--- src/rtl/ctns_pkg.sv ---
`default_nettype none
// ----------------------------------------------------------------------------
// ctns_pkg
// shared types and constants of the calibrated counter-to-ns converter
// ----------------------------------------------------------------------------
package ctns_pkg;

    localparam logic [1:0] CMD_CAL   = 2'd0;
    localparam logic [1:0] CMD_CONV  = 2'd1;
    localparam logic [1:0] CMD_CLEAR = 2'd2;

    localparam logic [63:0] NS_PER_SEC = 64'd1000000000;

    typedef struct packed {
        logic [1:0]  cmd;
        logic [63:0] ctr_start;
        logic [63:0] ctr_end;
        logic [63:0] ref_start_ns;
        logic [63:0] ref_end_ns;
        logic [63:0] base_ctr;
        logic [63:0] base_ref_ns;
        logic [63:0] now_ctr;
    } item_t;

    typedef struct packed {
        logic [63:0] time_ns;
        logic        time_valid;
        logic        cal_ok;
        logic [63:0] freq_hz;
    } result_t;

    // dividend / divisor pairs
    typedef enum logic [1:0] {
        DIV_SRC_WINDOW,
        DIV_SRC_ACC,
        DIV_SRC_NUMER
    } div_src_t;

    // multiplier operand pairs
    typedef enum logic [1:0] {
        MUL_SRC_QUO,
        MUL_SRC_REM,
        MUL_SRC_CONV
    } mul_src_t;

    typedef enum logic [1:0] {
        RES_PLAIN,
        RES_OK,
        RES_CONV
    } res_kind_t;

    typedef struct packed {
        logic      load;
        logic      div_load;
        div_src_t  div_src;
        logic      div_step;
        logic      mul_load;
        mul_src_t  mul_src;
        logic      mul_issue;
        logic [1:0] mul_idx;
        logic      acc_add;
        logic      save_part;
        logic      set_freq;
        logic      set_mult;
        logic      set_base;
        logic      clear;
        logic      out_load;
        res_kind_t res_kind;
    } dp_cmd_t;

    typedef struct packed {
        logic [1:0] cmd;
        logic       window_zero;
        logic       freq_zero;
        logic       quo_zero;
        logic       conv_ready;
    } dp_stat_t;

endpackage
`default_nettype wire

--- src/rtl/ctns_ctrl.sv ---
`default_nettype none
// ----------------------------------------------------------------------------
// ctns_ctrl
// sequencer: decodes items and steps the shared divider and multiplier
// ----------------------------------------------------------------------------
module ctns_ctrl
    import ctns_pkg::*;
(
    input  wire logic     clk,
    input  wire logic     rst_n,
    input  wire logic     item_valid,
    output logic          item_stall,
    output logic          result_valid,
    input  wire logic     result_stall,
    input  wire dp_stat_t stat,
    output dp_cmd_t       cmd
);

    localparam logic [5:0] DIV_LAST = 6'd63;
    localparam logic [5:0] MUL_LAST = 6'd4;

    typedef enum logic [3:0] {
        S_IDLE,
        S_DECODE,
        S_DIV_A,
        S_MUL_Q_LD,
        S_MUL_Q,
        S_SAVE,
        S_MUL_R,
        S_DIV_B_LD,
        S_DIV_B,
        S_FREQ,
        S_FCHK,
        S_DIV_C,
        S_MSET,
        S_MUL_C,
        S_OUT
    } state_t;

    state_t     state_reg, state_next;
    logic [5:0] cnt_reg, cnt_next;
    res_kind_t  res_reg, res_next;
    logic       out_valid_reg, out_valid_next;
    logic       mul_phase, div_phase;

    assign item_stall   = (state_reg != S_IDLE);
    assign result_valid = out_valid_reg;

    always_comb
    begin
        state_next     = state_reg;
        cnt_next       = cnt_reg;
        res_next       = res_reg;
        out_valid_next = out_valid_reg;
        cmd            = '0;
        cmd.res_kind   = res_reg;

        if (out_valid_reg && !result_stall)
        begin
            out_valid_next = 1'b0;
        end

        mul_phase = (state_reg inside {S_MUL_Q, S_MUL_R, S_MUL_C});
        div_phase = (state_reg inside {S_DIV_A, S_DIV_B, S_DIV_C});

        // partial product i issued in step i, added one step later
        if (mul_phase)
        begin
            cmd.mul_issue = (cnt_reg != MUL_LAST);
            cmd.mul_idx   = cnt_reg[1:0];
            cmd.acc_add   = (cnt_reg != 6'd0);
            cnt_next      = cnt_reg + 6'd1;
        end
        if (div_phase)
        begin
            cmd.div_step = 1'b1;
            cnt_next     = cnt_reg + 6'd1;
        end

        case (state_reg)
            S_IDLE:
            begin
                if (item_valid)
                begin
                    cmd.load   = 1'b1;
                    state_next = S_DECODE;
                end
            end
            S_DECODE:
            begin
                res_next   = RES_PLAIN;
                state_next = S_OUT;
                case (stat.cmd)
                    CMD_CAL:
                    begin
                        if (!stat.window_zero)
                        begin
                            cmd.div_load = 1'b1;
                            cmd.div_src  = DIV_SRC_WINDOW;
                            cnt_next     = '0;
                            state_next   = S_DIV_A;
                        end
                    end
                    CMD_CONV:
                    begin
                        if (stat.conv_ready)
                        begin
                            cmd.mul_load = 1'b1;
                            cmd.mul_src  = MUL_SRC_CONV;
                            cnt_next     = '0;
                            state_next   = S_MUL_C;
                        end
                    end
                    CMD_CLEAR:
                    begin
                        cmd.clear = 1'b1;
                    end
                    default:
                    begin
                        res_next = RES_PLAIN;
                    end
                endcase
            end
            S_DIV_A:
            begin
                if (cnt_reg == DIV_LAST)
                begin
                    state_next = S_MUL_Q_LD;
                end
            end
            // quotient settles on the last divider step, load it after
            S_MUL_Q_LD:
            begin
                cmd.mul_load = 1'b1;
                cmd.mul_src  = MUL_SRC_QUO;
                cnt_next     = '0;
                state_next   = S_MUL_Q;
            end
            S_MUL_Q:
            begin
                if (cnt_reg == MUL_LAST)
                begin
                    state_next = S_SAVE;
                end
            end
            S_SAVE:
            begin
                cmd.save_part = 1'b1;
                cmd.mul_load  = 1'b1;
                cmd.mul_src   = MUL_SRC_REM;
                cnt_next      = '0;
                state_next    = S_MUL_R;
            end
            S_MUL_R:
            begin
                if (cnt_reg == MUL_LAST)
                begin
                    state_next = S_DIV_B_LD;
                end
            end
            S_DIV_B_LD:
            begin
                cmd.div_load = 1'b1;
                cmd.div_src  = DIV_SRC_ACC;
                cnt_next     = '0;
                state_next   = S_DIV_B;
            end
            S_DIV_B:
            begin
                if (cnt_reg == DIV_LAST)
                begin
                    state_next = S_FREQ;
                end
            end
            S_FREQ:
            begin
                cmd.set_freq = 1'b1;
                state_next   = S_FCHK;
            end
            S_FCHK:
            begin
                if (stat.freq_zero)
                begin
                    res_next   = RES_PLAIN;
                    state_next = S_OUT;
                end
                else
                begin
                    cmd.div_load = 1'b1;
                    cmd.div_src  = DIV_SRC_NUMER;
                    cnt_next     = '0;
                    state_next   = S_DIV_C;
                end
            end
            S_DIV_C:
            begin
                if (cnt_reg == DIV_LAST)
                begin
                    state_next = S_MSET;
                end
            end
            S_MSET:
            begin
                cmd.set_mult = 1'b1;
                if (stat.quo_zero)
                begin
                    res_next = RES_PLAIN;
                end
                else
                begin
                    cmd.set_base = 1'b1;
                    res_next     = RES_OK;
                end
                state_next = S_OUT;
            end
            S_MUL_C:
            begin
                if (cnt_reg == MUL_LAST)
                begin
                    res_next   = RES_CONV;
                    state_next = S_OUT;
                end
            end
            S_OUT:
            begin
                if (!out_valid_reg || !result_stall)
                begin
                    cmd.out_load   = 1'b1;
                    out_valid_next = 1'b1;
                    state_next     = S_IDLE;
                end
            end
            default:
            begin
                state_next = S_IDLE;
            end
        endcase
    end

    always_ff @(posedge clk or negedge rst_n)
    begin
        if (!rst_n)
        begin
            state_reg     <= S_IDLE;
            cnt_reg       <= '0;
            res_reg       <= RES_PLAIN;
            out_valid_reg <= 1'b0;
        end
        else
        begin
            state_reg     <= state_next;
            cnt_reg       <= cnt_next;
            res_reg       <= res_next;
            out_valid_reg <= out_valid_next;
        end
    end

endmodule
`default_nettype wire

--- config.mk ---
export PLATFORM = sky130hd
export DESIGN_NAME = ctns_ctrl
export DESIGN_NICKNAME = d
export VERILOG_FILES = /design/src/rtl/ctns_pkg.sv /design/src/rtl/ctns_ctrl.sv
export SDC_FILE = /design/constraint.sdc
export NUM_CORES = 1
export LEC_CHECK = 0
export BUFFER_PORTS_ARGS = -buffer_cell sky130_fd_sc_hd__buf_2
export CORE_MARGIN = 2
export CORE_UTILIZATION = 35
export CTS_CLUSTER_SIZE = 16
export DETAILED_ROUTE_END_ITERATION = 16
export SYNTH_ARGS = -nofsm -noshare
export SYNTH_HDL_FRONTEND = slang
export SYNTH_SLANG_ARGS = --single-unit
export TNS_END_PERCENT = 30
--- constraint.sdc ---
create_clock -name clk -period 4.3 [get_ports clk]
set_clock_uncertainty 0.05 [all_clocks]
set_input_delay 0.43 -clock clk [delete_from_list [all_inputs] [get_ports clk]]
set_output_delay 0.43 -clock clk [all_outputs]
set_load 0.01 [all_outputs]
==> results of run 1 <==
metal layers:
metal,track usage (%),vias up
met5,0,-
met4,2.80,0
met3,4.69,0
met2,21.3,21
met1,19.9,457
li1,-,502
metrics by stage:
stage	utilization, %	hold WS, ns	worst slack [ns]	total power [mW]
2_1_floorplan	-	0.0844	2.30	0.751
3_3_place_gp	40.0	0.289	1.98	0.819
3_5_place_dp	40.0	0.293	2.01	0.828
4_1_cts	41.2	0.363	1.69	0.910
5_1_grt	41.2	0.378	1.53	0.988
6_report	41.2	0.355	1.67	0.904
Yosys cell counts, drive strengths merged, types with 4 or more instances:
master / number
a21oi: 9
buf: 4
clkbuf: 7
dfrtp: 13
inv: 4
nand2: 9
nand2b: 4
nor2: 18
nor3: 4
o21a: 5
o21ai: 4
critical path, stage by stage, from the launching register on:
cell	delay, ns
dfrtp_1	0.78
nand2b_1	0.26
or3_1	0.46
nor3b_1	0.21
buf_2	0.15
power by group through the flow:
stage | Combinational, mW | Sequential (mW) | Clock, mW
finish | 0.524 | 0.303 | 0.0774
global route | 0.584 | 0.315 | 0.0882
CTS | 0.529 | 0.299 | 0.0815
detailed placement | 0.526 | 0.301 | 0
global placement | 0.523 | 0.297 | 0
floorplan | 0.542 | 0.208 | 0
layout make-up:
class	instances	area (um2)	share of cell area [%]
clock buffer	3	22.5	1.79
clock inverter	1	5.00	0.398
inverter	4	15.0	1.19
multi-input combinational	100	669	53.2
sequential	13	325	25.9
tap	44	55.1	4.38
timing repair buffer	32	165	13.1
cell families after synthesis:
family	count (synthesis)
AND/OR/NAND/NOR	60
AO/OA/AOI/OAI	30
buffers and inverters	15
flip-flops	13
XOR/XNOR	5
adder cells (fa/ha/maj)	3
multiplexers	2
worst min-delay path by stage:
stage,endpoint,depth (start not counted)
finish,result_valid,3
global route,result_valid,3
CTS,result_valid,3
detailed placement,cnt_reg[4],1
global placement,cnt_reg[4],1
floorplan,cnt_reg[0],0
repair_timing:
| action | in CTS | in global routing |
|---|---|---|
| hold buffers | 1 | 0 |
| setup buffers | 0 | 0 |
| endpoints found under the hold margin | 13 | 0 |
==> run_results.csv, run 1 <==
group,metric,value,unit
outcome,status,"finished clean",
yosys,synthXorXnorAreaFrac,3.92,%
timing,finalSetupViolations,0,
detailed_routing,dr.pass1.iters,5,
detailed_routing,drc,0,
floorplanning,die_y,60.5,um
yosys,ys_async_sr_fraction,100,%
global_route,grt_usage,14.1,%
global_route,grt_max_degree,27,
clocking,cts_max_level,1,
yosys,synth.cell_area,1120,um2
final_layout,drive_gt1_share,31.4,%
timing,finalSetupTns,0,ns
pwr,p_per_area,719,nW/um2
yosys,synthSimpleGateAreaFrac,30.0,%
floorplanning,start_util,36.6,%
floorplanning,io_pins,32,
pwr,p_leak,0.600,nW
setup_path,start_kind,"register",
timing,period_share,61.2,%
timing,worstMarginPinSlew,0.753,ns
detailed_routing,drtIter0Drc,9,
detailed_routing,met3_wirelength,134,um
yosys,synth-edff-count,0,
yosys,netlist_top_cells_area,"dfrtp_1 (29%), clkbuf_8 (6.2%), nor2_1 (6.0%)",
global_route,antenna_found_initial,0,
timing,finalHoldViolCount,0,
pwr,power_frac_clock,8.6,%
yosys,synth_compound_area_share,20.7,%
final_layout,fillerInstances,339,
clocking,root_buffer,"clkbuf_4",
flow_run,max_cap_viol_count,0,
detailed_routing,highest_layer,"met3",
yosys,yosys.area_share.adder,3.36,%
pwr,p_sw,0.447,mW
pwr,pwr-share-comb,57.9,%
pwr,switching_share,49.4,%
setup_path,startpoint,"state_reg[0]",
placed_design,port_buffers,31,
global_route,grt_pass1_wl,3.88,mm
timing,finalMaxSlewViolations,0,
setup_path,timing.rr.start,"cnt_reg[0]",
clocking,clock_latency,0.28,ns
yosys,yosysUniqueCellTypes,47,
final_layout,area_delta_synth_final,12.5,%
detailed_routing,vias,980,
detailed_routing,post_drt_wl_per_cell,12.8,um
detailed_routing,ant_nets,0,
pwr,irDropWorstVdd,0.324,mV
floorplanning,coreArea,3050,um2
final_layout,nNetsFinal,167,
yosys,muxShareOfSynthArea,1.90,%
yosys,avgSynthCellArea,8.73,um2
detailed_routing,wirelength,2.51,mm
setup_path,path_class,"register to primary output",
global_route,grt_pass1_vias,822,
min_path,worstHoldStart,"result_stall",
final_layout,largest_reg_flops,6,
detailed_routing,detail_route.vias_per_cell,4.97,
timing,rsz0062_at_grt,"no",
clocking,clockBufferDepth,2,
yosys,yosysSeqAreaShare,29.1,%
setup_path,critPathArrivalTime,2.15,ns
floorplanning,rows,20,
global_route,grt_remaining_overflow,0,
placed_design,place_hpwl,1.85,mm
pwr,share_seq_of_total_power,33.5,%
yosys,synth_top_family_by_area,"simple AND/OR/NAND/NOR gates",
setup_path,end_kind,"primary output",
setup_path,ff2ff_path_depth,7,
floorplanning,die_area,3660,um2
yosys,yosysTopAreaCell,"dfrtp_1",
setup_path,critPathMaxFanout,24,
yosys,syn-num-nets,141,
final_layout,layout_commonest_cell,"buf_2",
timing,final.min_clock_period,2.63,ns
yosys,synth_top_area_share,29.1,%
floorplanning,die_w,60.5,um
detailed_routing,wl_met2,1.15,mm
yosys,yosys_warnings,0,
placed_design,gp_congestion,0.825,
clocking,numClockSinks,13,
detailed_routing,wl_met1,1.23,mm
setup_path,critical_path_required,3.82,ns
setup_path,r2r_slack,2.14,ns
min_path,min_path_type,"input port to register",
yosys,synth_flop_cell,"dfrtp_1",
final_layout,final_cell_mix,"buf_2 (31), nor2_1 (18), dfrtp_1 (13)",
placed_design,dp_cells,192,
clocking,clk_pin_slew_worst_paths,0.08,ns
timing,slew_headroom,49.8,%
placed_design,dpl_cell_area,1220,um2
yosys,synthCells,128,
clocking,cts-resized-gates,0,
timing,fmax,0.380,GHz
final_layout,antenna_cells,0,
clocking,cts_buffers,3,
pwr,internal_power,0.457,mW
setup_path,crit_path_end,"cmd[3]",
yosys,synth_seq_cells,13,
final_layout,design_area,1260,um2
clocking,cts_tree,"done",
setup_path,r2r-end,"state_reg[2]",
final_layout,final_cells,197,
Power figures use the tool's default switching activity.
==> inputs of run 2 (changes only) <==
Clock period 4.3 ns to 2.3 ns, I/O delays scaled along.
==> run_results.csv, run 2 (same netlist as run 1, synthesis figures left out) <==
group,metric,value,unit
min_path,worstHoldStart,"result_stall",
floorplanning,die_area,3660,um2
timing,fmax,0.459,GHz
final_layout,drive_gt1_share,32.5,%
placed_design,place_hpwl,1.94,mm
setup_path,ff2ff_path_depth,7,
floorplanning,rows,20,
clocking,numClockSinks,13,
min_path,whs_path_depth,3,
placed_design,dp_cells,196,
detailed_routing,detail_route.vias_per_cell,5.10,
global_route,grt_remaining_overflow,0,
detailed_routing,drtIter0Drc,63,
timing,rsz0062_at_grt,"no",
floorplanning,start_util,36.6,%
placed_design,gp_congestion,0.831,
pwr,p_per_area,1340,nW/um2
clocking,clock_latency,0.27,ns
timing,finalSetupViolations,0,
setup_path,critical_path_required,2.02,ns
global_route,antenna_found_initial,0,
final_layout,design_area,1290,um2
timing,finalHoldViolCount,0,
final_layout,largest_reg_flops,6,
final_layout,layout_commonest_cell,"buf_2",
timing,worstMarginPinSlew,0.451,ns
pwr,p_leak,0.616,nW
global_route,grt_pass1_wl,4.43,mm
final_layout,area_delta_synth_final,15.1,%
setup_path,end_kind,"primary output",
final_layout,fillerInstances,338,
detailed_routing,dr.pass1.iters,4,
placed_design,dpl_cell_area,1250,um2
final_layout,final_cells,201,
detailed_routing,post_drt_wl_per_cell,12.4,um
final_layout,nNetsFinal,171,
final_layout,antenna_cells,0,
floorplanning,die_y,60.5,um
clocking,cts_buffers,3,
detailed_routing,ant_nets,0,
global_route,grt_pass1_vias,911,
setup_path,path_class,"register to primary output",
setup_path,start_kind,"register",
pwr,irDropWorstVdd,0.433,mV
min_path,min_to,"result_valid",
setup_path,r2r_slack,0.17,ns
detailed_routing,vias,1025,
setup_path,critPathArrivalTime,1.90,ns
final_layout,postLayoutCoreUtil,42.1,%
timing,final.min_clock_period,2.18,ns
setup_path,timing.rr.start,"cnt_reg[0]",
detailed_routing,drc,0,
clocking,cts_tree,"done",
global_route,grt_usage,15.6,%
setup_path,critPathMaxFanout,14,
timing,finalMaxSlewViolations,0,
timing,slew_headroom,70.0,%
detailed_routing,wirelength,2.50,mm
timing,finalSetupTns,0,ns
clocking,clk_pin_slew_worst_paths,0.09,ns
floorplanning,coreArea,3050,um2
clocking,root_buffer,"clkbuf_4",
global_route,grt_max_degree,16,
placed_design,port_buffers,31,
final_layout,final_cell_mix,"buf_2 (31), nor2_1 (18), dfrtp_1 (13)",
flow_run,max_cap_viol_count,0,
clocking,clockBufferDepth,2,
min_path,min_path_type,"input port to register",
timing,period_share,94.7,%
clocking,cts_max_level,1,
floorplanning,io_pins,32,
floorplanning,die_w,60.5,um
clocking,cts-resized-gates,0,
outcome,status,"finished clean",
setup_path,r2r-end,"state_reg[2]",
## run 2: changes by cell type in the layout (fill, tap and decap cells not counted)
cell      before  now
clkinv_2       1    0
clkbuf_1       0    1
buf_4          0    4
## run 2: through the flow
step                power (mW)  worst slack [ns]  hold WS, ns
floorplan                 1.40             0.304       -0.116
global placement          1.57             0.263       0.0899
detailed placement        1.59             0.185       0.0964
CTS                       1.74             0.120        0.161
global route              1.93           0.00876        0.186
finish                    1.73             0.122        0.168
## run 2: what timing repair did
item / 4_1_cts / 5_1_grt
setup endpoints to repair: 0 / 0
buffers inserted: 0 / 0
hold endpoints to repair: 13 / 0
hold buffers: 1 / 0
## run 2: area by class of cell
type	instances	area, um2	share of cell area [%]
Multi-Input combinational cell	100	669	52.0
Sequential cell	13	325	25.3
Timing Repair Buffer	36	195	15.2
Tap cell	44	55.1	4.28
Clock buffer	4	26.3	2.04
Inverter	4	15.0	1.17
## run 2: how the worst max path moves through the flow
| stage | endpoint | depth (start not counted) | slack, ns | from |
|---|---|---|---|---|
| after floorplan | state_reg[2] | 7 | 0.30 | cnt_reg[0] |
| after global placement | state_reg[2] | 7 | 0.26 | cnt_reg[0] |
| after detailed placement | state_reg[2] | 7 | 0.19 | cnt_reg[0] |
| after CTS | cmd[18] | 5 | 0.12 | state_reg[0] |
| after global routing | cmd[18] | 5 | 0.009 | state_reg[0] |
| final | cmd[18] | 5 | 0.12 | state_reg[0] |
## run 2: critical path: stages (launching register included)
cell and delay [ns]:
dfrtp_1 0.52, buf_4 0.24, nor2b_1 0.15, and3_1 0.21, or3_1 0.36, buf_2 0.14
## run 2: power breakdown
part | internal [mW] | switching [mW]
Clock | 0.0671 | 0.0776
Combinational | 0.520 | 0.602
Sequential | 0.314 | 0.148
Total | 0.901 | 0.827
## run 2: layer usage
| metal | share of wire, % | GRT usage, % | up-vias |
|---|---|---|---|
| met2 | 45 | 23.0 | 26 |
| met1 | 50 | 24.5 | 485 |
| met5 | 0 | 0 | - |
| met3 | 4.7 | 3.62 | 2 |
| li1 | - | - | 512 |
| met4 | 0.32 | 0.932 | 0 |
==> inputs of run 3 (changes only) <==
Settings changed: CORE_ASPECT_RATIO set to 1.5.
==> run_results.csv, run 3 (same netlist as run 1, synthesis figures left out) <==
group,metric,value,unit
timing,worstMarginPinSlew,0.481,ns
pwr,irDropWorstVdd,0.543,mV
detailed_routing,post_drt_wl_per_cell,13.4,um
timing,hold_slack,0.182,ns
setup_path,r2r_slack,0.22,ns
clocking,numClockSinks,13,
final_layout,register_area,327,um2
final_layout,final_cell_mix,"buf_2 (31), nor2_1 (18), dfrtp_1 (12)",
setup_path,path_class,"register to primary output",
global_route,grt_max_degree,20,
floorplanning,rows,25,
floorplanning,die_area,3670,um2
pwr,switching_share,46.5,%
final_layout,layout_commonest_cell,"buf_2",
clocking,clk_pin_slew_worst_paths,0.06,ns
floorplanning,die_y,73.2,um
clocking,cts_tree,"done",
setup_path,critPathMaxFanout,17,
setup_path,r2r-end,"state_reg[2]",
placed_design,port_buffers,31,
pwr,fin_total_pwr,1.83,mW
timing,finalHoldViolCount,0,
timing,final.min_clock_period,2.10,ns
setup_path,start_kind,"register",
floorplanning,start_util,36.1,%
setup_path,critical_path_required,2.02,ns
outcome,status,"finished clean",
timing,rsz0062_at_grt,"no",
final_layout,largest_reg_flops,6,
setup_path,cp_slowest_cell,"dfrtp_1",
pwr,share_seq_of_total_power,26.8,%
clocking,cts_buffers,3,
detailed_routing,ant_nets,0,
pwr,p_sw,0.850,mW
setup_path,path_cells,"nand2b_1 -> or3_1 -> nor3b_1 -> buf_2",
clocking,clockBufferDepth,2,
pwr,p_per_area,1390,nW/um2
setup_path,cpLargestDelayFamily,"simple AND/OR/NAND/NOR gates",
detailed_routing,detail_route.vias_per_cell,5.19,
clocking,cts_max_level,1,
timing,fmax,0.475,GHz
setup_path,end_kind,"primary output",
pwr,pwr-share-comb,61.7,%
timing,finalMaxSlewViolations,0,
pwr,power_frac_clock,11.5,%
final_layout,fillerInstances,337,
min_path,worstHoldStart,"result_stall",
min_path,min_path_type,"input port to register",
min_path,whs_path_depth,3,
timing,slew_headroom,67.9,%
flow_run,max_cap_viol_count,0,
timing,finalSetupTns,0,ns
min_path,min_to,"result_valid",
placed_design,gp_congestion,0.831,
detailed_routing,dr.pass1.iters,2,
setup_path,critPathArrivalTime,1.82,ns
clocking,clock_latency,0.25,ns
setup_path,worstPathBufferInverterCount,1,
global_route,grt_usage,15.8,%
setup_path,timing.rr.start,"cnt_reg[1]",
final_layout,antenna_cells,0,
setup_path,slowest_delay,0.54,ns
timing,period_share,91.5,%
global_route,grt_remaining_overflow,0,
final_layout,drive_gt1_share,34.0,%
floorplanning,die_w,50.1,um
setup_path,ff2ff_path_depth,7,
detailed_routing,wirelength,2.67,mm
pwr,internal_power,0.978,mW
clocking,root_buffer,"clkbuf_8",
final_layout,nNetsFinal,173,
floorplanning,io_pins,32,
detailed_routing,vias,1033,
detailed_routing,drc,0,
final_layout,multiInputGateArea,669,um2
detailed_routing,drtIter0Drc,17,
floorplanning,coreArea,3100,um2
pwr,p_leak,0.632,nW
final_layout,area_delta_synth_final,17.8,%
timing,finalSetupViolations,0,
global_route,grt_pass1_wl,4.44,mm
placed_design,place_hpwl,2.14,mm
global_route,antenna_found_initial,0,
global_route,grt_pass1_vias,1014,
run 3: cell count changes in the layout (fill, tap and decap cells not counted), sizes merged:
cell  delta
buf      +2
run 3: layer usage:
metal | track usage, % | vias up | part of all wire (%)
met4 | 10.2 | 0 | 3.2
met1 | 16.2 | 496 | 38
met2 | 29.2 | 12 | 56
li1 | - | 518 | -
met3 | 2.46 | 7 | 2.5
met5 | 0 | - | 0
run 3: cell type report:
| type | count | share of cell area, % |
|---|---|---|
| Multi-Input combinational cell | 100 | 50.9 |
| Sequential cell | 13 | 24.8 |
| Timing Repair Buffer | 38 | 16.0 |
| Tap cell | 40 | 3.80 |
| Clock buffer | 4 | 3.42 |
| Inverter | 4 | 1.14 |
run 3: worst max-delay path by stage:
stage                     slack [ns]           end         start  depth (start not counted)
after CTS                       0.12        cmd[3]  state_reg[0]                          4
after global routing           0.003       cmd[18]  state_reg[1]                          5
after floorplan                 0.30  state_reg[2]    cnt_reg[0]                          7
after detailed placement        0.21  state_reg[2]    cnt_reg[0]                          7
after global placement          0.27  state_reg[2]    cnt_reg[0]                          7
final                           0.20        cmd[3]  state_reg[1]                          4
run 3: stage by stage:
| stage | instances | area (um2) | setup WS [ns] | util [%] |
|---|---|---|---|---|
| finish | 199 | 1320 | 0.197 | 42.5 |
| global route | 199 | 1320 | 0.00338 | 42.5 |
| CTS | 199 | 1320 | 0.124 | 42.5 |
| detailed placement | 194 | 1260 | 0.213 | 40.7 |
| global placement | 194 | 1260 | 0.275 | 40.7 |
| floorplan | 128 | 1120 | 0.304 | - |
run 3: what timing repair did:
action | 4_1_cts | 5_1_grt
endpoints found under the setup margin | 0 | 2
resized for setup | 0 | 1
endpoints found under the hold margin | 13 | 0
buffers inserted | 0 | 0
hold buffers | 1 | 0
run 3: tightest hold or removal path, delay by kind of cell:
kind,cells,cell delay (ns)
AND/OR/NAND/NOR,2,0.13
buffers and inverters,1,0.09
run 3: power groups by stage:
stage / sequential, mW / clock (mW) / combinational, mW
finish: 0.489 / 0.210 / 1.13
global route: 0.509 / 0.221 / 1.27
CTS: 0.486 / 0.215 / 1.14
detailed placement: 0.488 / 0 / 1.14
global placement: 0.481 / 0 / 1.12
floorplan: 0.389 / 0 / 1.01
